==> src/rtl/core/bce_pkg.sv <==
package bce_pkg;

    localparam int CoordW = 32;
    localparam int TW     = 16;

    typedef logic signed [CoordW-1:0] t_coord;

    typedef struct packed {
        t_coord z;
        t_coord y;
        t_coord x;
    } t_point;

    typedef enum logic [1:0] {
        OP_LOAD     = 2'd0,
        OP_EVALUATE = 2'd1,
        OP_SUBDIV   = 2'd2,
        OP_ELEVATE  = 2'd3
    } t_op;

    typedef enum logic [1:0] {
        ST_OK    = 2'd0,
        ST_BAD_T = 2'd1,
        ST_FULL  = 2'd2,
        ST_EMPTY = 2'd3
    } t_status;

    typedef enum logic [3:0] {
        S_IDLE,
        S_SINGLE_RD,
        S_RD0,
        S_RD1,
        S_RD2,
        S_ALU_GO,
        S_ALU_WAIT,
        S_WR,
        S_EMIT,
        S_TAIL_RD,
        S_TAIL_WR,
        S_COPY_RD,
        S_COPY_WR,
        S_OUT
    } t_state;

    // Request to the shared arithmetic unit.
    typedef struct packed {
        logic   start;
        logic   is_div;
        t_coord p;
        t_coord q;
        logic [TW-1:0] t;
        logic [6:0] wi;
        logic [6:0] wn;
    } t_alu_req;

endpackage

==> src/rtl/core/bce_alu.sv <==
// Shared per-axis arithmetic: either a rounded lerp p + round(t*(q-p)/65536) in one
// registered multiply, or a weighted mean (i*p + (n-i)*q)/n with a
// restoring divider that retires one quotient bit per cycle.
module bce_alu (
    input  logic              i_clk,
    input  logic              i_rst_n,
    input  bce_pkg::t_alu_req i_req,
    output logic              o_done,
    output bce_pkg::t_coord   o_res
);
    import bce_pkg::*;

    localparam int NumW = 41;

    logic                  r_busy, n_busy;
    logic                  r_div, n_div;
    logic                  r_neg, n_neg;
    logic [5:0]            r_cnt, n_cnt;
    logic [NumW-1:0]       r_quo, n_quo;
    logic [NumW-1:0]       r_rem, n_rem;
    logic [6:0]            r_den, n_den;
    logic signed [49:0]    r_prod, n_prod;
    t_coord                r_p, n_p;
    logic                  r_done, n_done;
    t_coord                r_res, n_res;

    logic signed [32:0]    w_diff;
    logic signed [NumW:0]  w_num;
    logic [NumW-1:0]       w_mag;
    logic [NumW:0]         w_trial;
    logic signed [50:0]    w_rnd;
    logic signed [NumW:0]  w_q;

    always_comb begin
        w_diff  = 33'(i_req.q) - 33'(i_req.p);
        w_num   = 42'(i_req.p) * $signed({35'd0, i_req.wi})
                + 42'(i_req.q) * $signed({35'd0, 7'(i_req.wn - i_req.wi)});
        w_mag   = w_num[NumW] ? 41'(-w_num) : w_num[NumW-1:0];
        w_trial = {r_rem, r_quo[NumW-1]} - {35'd0, r_den};
        w_rnd   = 51'(r_prod) + 51'sd32768;
        w_q     = r_neg ? -$signed({1'b0, r_quo}) : $signed({1'b0, r_quo});
    end

    // Sequence one operation.
    always_comb begin
        n_busy = r_busy; n_div = r_div; n_neg = r_neg; n_cnt = r_cnt;
        n_quo = r_quo; n_rem = r_rem; n_den = r_den; n_prod = r_prod;
        n_p = r_p; n_done = 1'b0; n_res = r_res;
        if (i_req.start) begin
            n_busy = 1'b1;
            n_div  = i_req.is_div;
            n_p    = i_req.p;
            n_prod = 50'(w_diff) * $signed({1'b0, i_req.t});
            n_neg  = w_num[NumW];
            // add half the divisor before dividing: round half away
            n_quo  = w_mag + 41'(i_req.wn >> 1);
            n_rem  = '0;
            n_den  = i_req.wn;
            n_cnt  = 6'(NumW);
        end else if (r_busy && !r_div) begin
            n_busy = 1'b0;
            n_done = 1'b1;
            n_res  = 32'(r_p + 32'(w_rnd >>> 16));
        end else if (r_busy) begin
            if (r_cnt != 6'd0) begin
                if (!w_trial[NumW]) begin
                    n_rem = w_trial[NumW-1:0];
                    n_quo = {r_quo[NumW-2:0], 1'b1};
                end else begin
                    n_rem = {r_rem[NumW-2:0], r_quo[NumW-1]};
                    n_quo = {r_quo[NumW-2:0], 1'b0};
                end
                n_cnt = r_cnt - 6'd1;
            end else begin
                n_busy = 1'b0;
                n_done = 1'b1;
                n_res  = 32'(w_q);
            end
        end
    end

    always_ff @(posedge i_clk) begin
        if (!i_rst_n) begin
            r_busy <= 1'b0;
            r_done <= 1'b0;
        end else begin
            r_busy <= n_busy;
            r_done <= n_done;
        end
        r_div <= n_div; r_neg <= n_neg; r_cnt <= n_cnt; r_quo <= n_quo;
        r_rem <= n_rem; r_den <= n_den; r_prod <= n_prod; r_p <= n_p;
        r_res <= n_res;
    end

    assign o_done = r_done;
    assign o_res  = r_res;

endmodule

==> config.mk <==
export PLATFORM = sky130hd
export DESIGN_NAME = bce_alu
export DESIGN_NICKNAME = d
export VERILOG_FILES = /design/src/rtl/core/bce_pkg.sv /design/src/rtl/core/bce_alu.sv
export SDC_FILE = /design/constraint.sdc
export NUM_CORES = 2
export LEC_CHECK = 0
export BUFFER_PORTS_ARGS = -buffer_cell sky130_fd_sc_hd__buf_2
export CAP_MARGIN = 30
export CORE_MARGIN = 5
export CORE_UTILIZATION = 40
export DETAILED_ROUTE_END_ITERATION = 12
export HOLD_SLACK_MARGIN = 0.05
export PLACE_DENSITY_LB_ADDON = 0.2
export SYNTH_ARGS = -nofsm -noshare
export SYNTH_HDL_FRONTEND = slang
export SYNTH_SLANG_ARGS = --single-unit
export TNS_END_PERCENT = 10
==> constraint.sdc <==
create_clock -name i_clk -period 16.4 [get_ports i_clk]
set_input_delay 3.28 -clock i_clk [delete_from_list [all_inputs] [get_ports i_clk]]
set_output_delay 3.28 -clock i_clk [all_outputs]
set_load 0.1 [all_outputs]
==> impl_metrics.ini <==
[worst_setup_path]
worstPathRequired_ns = 16.62
crit_path_top_delay_cell = xnor2_2
critPathArrivalTime_ns = 15.06
rr_worst_depth = 20
worstReg2RegEnd = o_res[30]$_DFFE_PP_
critical_path.startpoint_type = input port
reg2reg_slack_ns = 11.14
path_common_cell = a21oi_1
path_buf_inv = 9
worstSetupPathType = in2reg
end_kind = flip-flop
slowest_delay_ns = 0.71
critical_path_peak_fanout = 29
r2r_start = r_prod[17]$_DFFE_PP_
crit_family = adder cells

[cells_and_area]
ff_latch_area_um2 = 5400
fin_cells = 6832
syn_to_final_growth_pct = 6.29
post_route_cells_drive_above_1_share = 0.0553
multiInputGateArea_um2 = 36700
nets = 6614
fillers = 11700

[global_routing]
grt_pass1_wl_um = 216000
overflow = 0
gr-usage-all-layers = 0.224
grt_pass1_vias = 36100
grt_max_degree = 76
antenna_found_initial = 15

[clock_tree]
cts_root_buf = clkbuf_16
clockBufferDepth = 2
clock-sinks = 196
clkTransAtPathRegs_ns = 0.08
hold_buffers = 0
post-cts-setup-buffers = 0
cts_tree = yes
worstSkewPairLatency_ns = 0.48
htreeDepth = 4
cts_buffers = 17
cts_resized = 0

[synth]
synthCells = 5282
synth_area_um2 = 46900
ys_top_cells_by_count = inv_1, fa_1, nand2_1, ha_1, and2_1
synth.largest_area_cell = fa_1
yosys_warnings = 0
synth.most_common_cell = inv_1
synth-seq-area-share = 0.115
yosysUniqueCellTypes = 82
syn_nets = 6610
synth_edf_count = 147
syn_avg_cell_area_um2 = 8.89
synthFlopType = edfxtp_1
yosys_register_bits = 196
async_reset_ff_frac = 0
synthTopCellsByArea = fa_1, edfxtp_1, inv_1
synth_top_area_frac = 0.386

[drt]
route.detailed.drc = 0
drt_iter0_markers = 2415
ant_nets = 0
drtPass1Iterations = 5
drt-total-wl_um = 139000
avgViaCountPerCell = 5.17
via_count = 35300
post_drt_wl_per_cell_um = 20.3

[placed_design]
dpl_worst_slack_ns = 1.25
place_congestion = 0.906
portBuffers = 130
dp.cells = 6790
hpwl_um = 111000

[die]
die_w_um = 353
io_pins = 131
fp.coreArea_um2 = 116000
die_area_um2 = 124000
rows = 125
start_util = 0.403
fp.dieH_um = 353

[sta]
skew_ns = 0.0142
drv_slew = 0
worst_slew_pin_slew_ns = 1.12
setup_viol = 0
setup_ws_ns = 1.57
hold_viol = 0
maxClockFrequency_ghz = 0.0674
totalNegativeSetupSlack_ns = 0
relSlewSlack = 0.251
period_minus_slack_ns = 14.83
grt_setup_unrepaired = false
post-route-period-util = 0.904
worst_hold_slack_ns = 0.482

[hold_path]
hold_start = r_rem[15]$_SDFFE_PP0P_
hold_class = reg2reg
hold_depth = 2
worstHoldEndpoint = r_rem[15]$_SDFFE_PP0P_

[run_status]
status = complete, no violations

[job]
maxCapViolCount = 0
==> logic make-up after synthesis <==
family                   count (synthesis)  synth area share
adder cells (fa/ha/maj)               1230             0.473
XOR/XNOR                               311            0.0580
buffers and inverters                 1316             0.105
flip-flops                             196             0.115
AO/OA/AOI/OAI                          538            0.0727
multiplexers                            30           0.00696
AND/OR/NAND/NOR                       1661             0.170
==> worst reg2reg max path: cells and delay by family (launching register included) <==
| kind | cells | cell delay [ns] |
|---|---|---|
| AND/OR/NAND/NOR | 7 | 1.62 |
| flip-flops | 1 | 0.42 |
| XOR/XNOR | 2 | 0.30 |
| AO/OA/AOI/OAI | 10 | 2.30 |
| adder cells (fa/ha/maj) | 1 | 0.34 |
==> layer usage <==
layer,vias to the layer above,share of wire,global-route usage
li1,16200,-,-
met5,-,0.00010,0
met2,1044,0.45,0.356
met3,147,0.065,0.0329
met4,4,0.023,0.0494
met1,17900,0.46,0.325
==> sequential cells by signal, indices dropped and copies added, names as in the netlist <==
name / flops
r_den: 7
r_prod: 33
r_neg: 1
r_cnt: 6
r_div: 1
o_res: 32
r_quo: 41
r_rem: 41
r_busy: 1
r_p: 32
o_done: 1
==> through the flow <==
stage / instance area (um^2) / utilization
final: 49900 / 0.429
after global routing: 49900 / 0.429
after CTS: 49900 / 0.428
after detailed placement: 49200 / 0.423
after global placement: 49200 / 0.423
after floorplan: 46900 / -
==> final cells by class <==
type,count,area share
clock inverters,13,0.00281
clock buffers,19,0.00953
inverters,1113,0.0837
flip-flops and latches,196,0.108
repair buffers,188,0.0220
multi-input cells,3770,0.735
well taps,1524,0.0382
diodes,9,0.000451
==> worst max-delay path by stage <==
stage	cells after the start	slack (ns)	to	startpoint
final	43	1.57	r_quo[39]$_DFFE_PP_	i_req[9]
after global placement	43	1.53	r_quo[39]$_DFFE_PP_	i_req[9]
after detailed placement	43	1.25	r_quo[39]$_DFFE_PP_	i_req[9]
after floorplan	46	2.38	r_quo[39]$_DFFE_PP_	i_req[8]
after CTS	43	1.78	r_quo[39]$_DFFE_PP_	i_req[9]
after global routing	43	0.83	r_quo[39]$_DFFE_PP_	i_req[9]
==> cell usage in the layout (no fill, tap or decap), types with 22 or more instances in the layout <==
| cell type | n |
|---|---|
| a21o_1 | 52 |
| a21oi_1 | 166 |
| and2_1 | 323 |
| and3_1 | 23 |
| buf_2 | 131 |
| buf_4 | 55 |
| dfxtp_1 | 49 |
| edfxtp_1 | 147 |
| fa_1 | 904 |
| ha_1 | 326 |
| inv_1 | 1111 |
| nand2_1 | 787 |
| nand2b_1 | 27 |
| nand3_1 | 43 |
| nand4_1 | 26 |
| nor2_1 | 194 |
| nor2b_1 | 64 |
| nor3_1 | 65 |
| o21a_1 | 29 |
| o21ai_0 | 112 |
| o21bai_1 | 26 |
| or3_1 | 22 |
| xnor2_1 | 219 |
| xor2_1 | 85 |
Power is left out: the tool's default activity adds up to more than one toggle a clock period on the data nets, which glitch-free logic cannot reach.
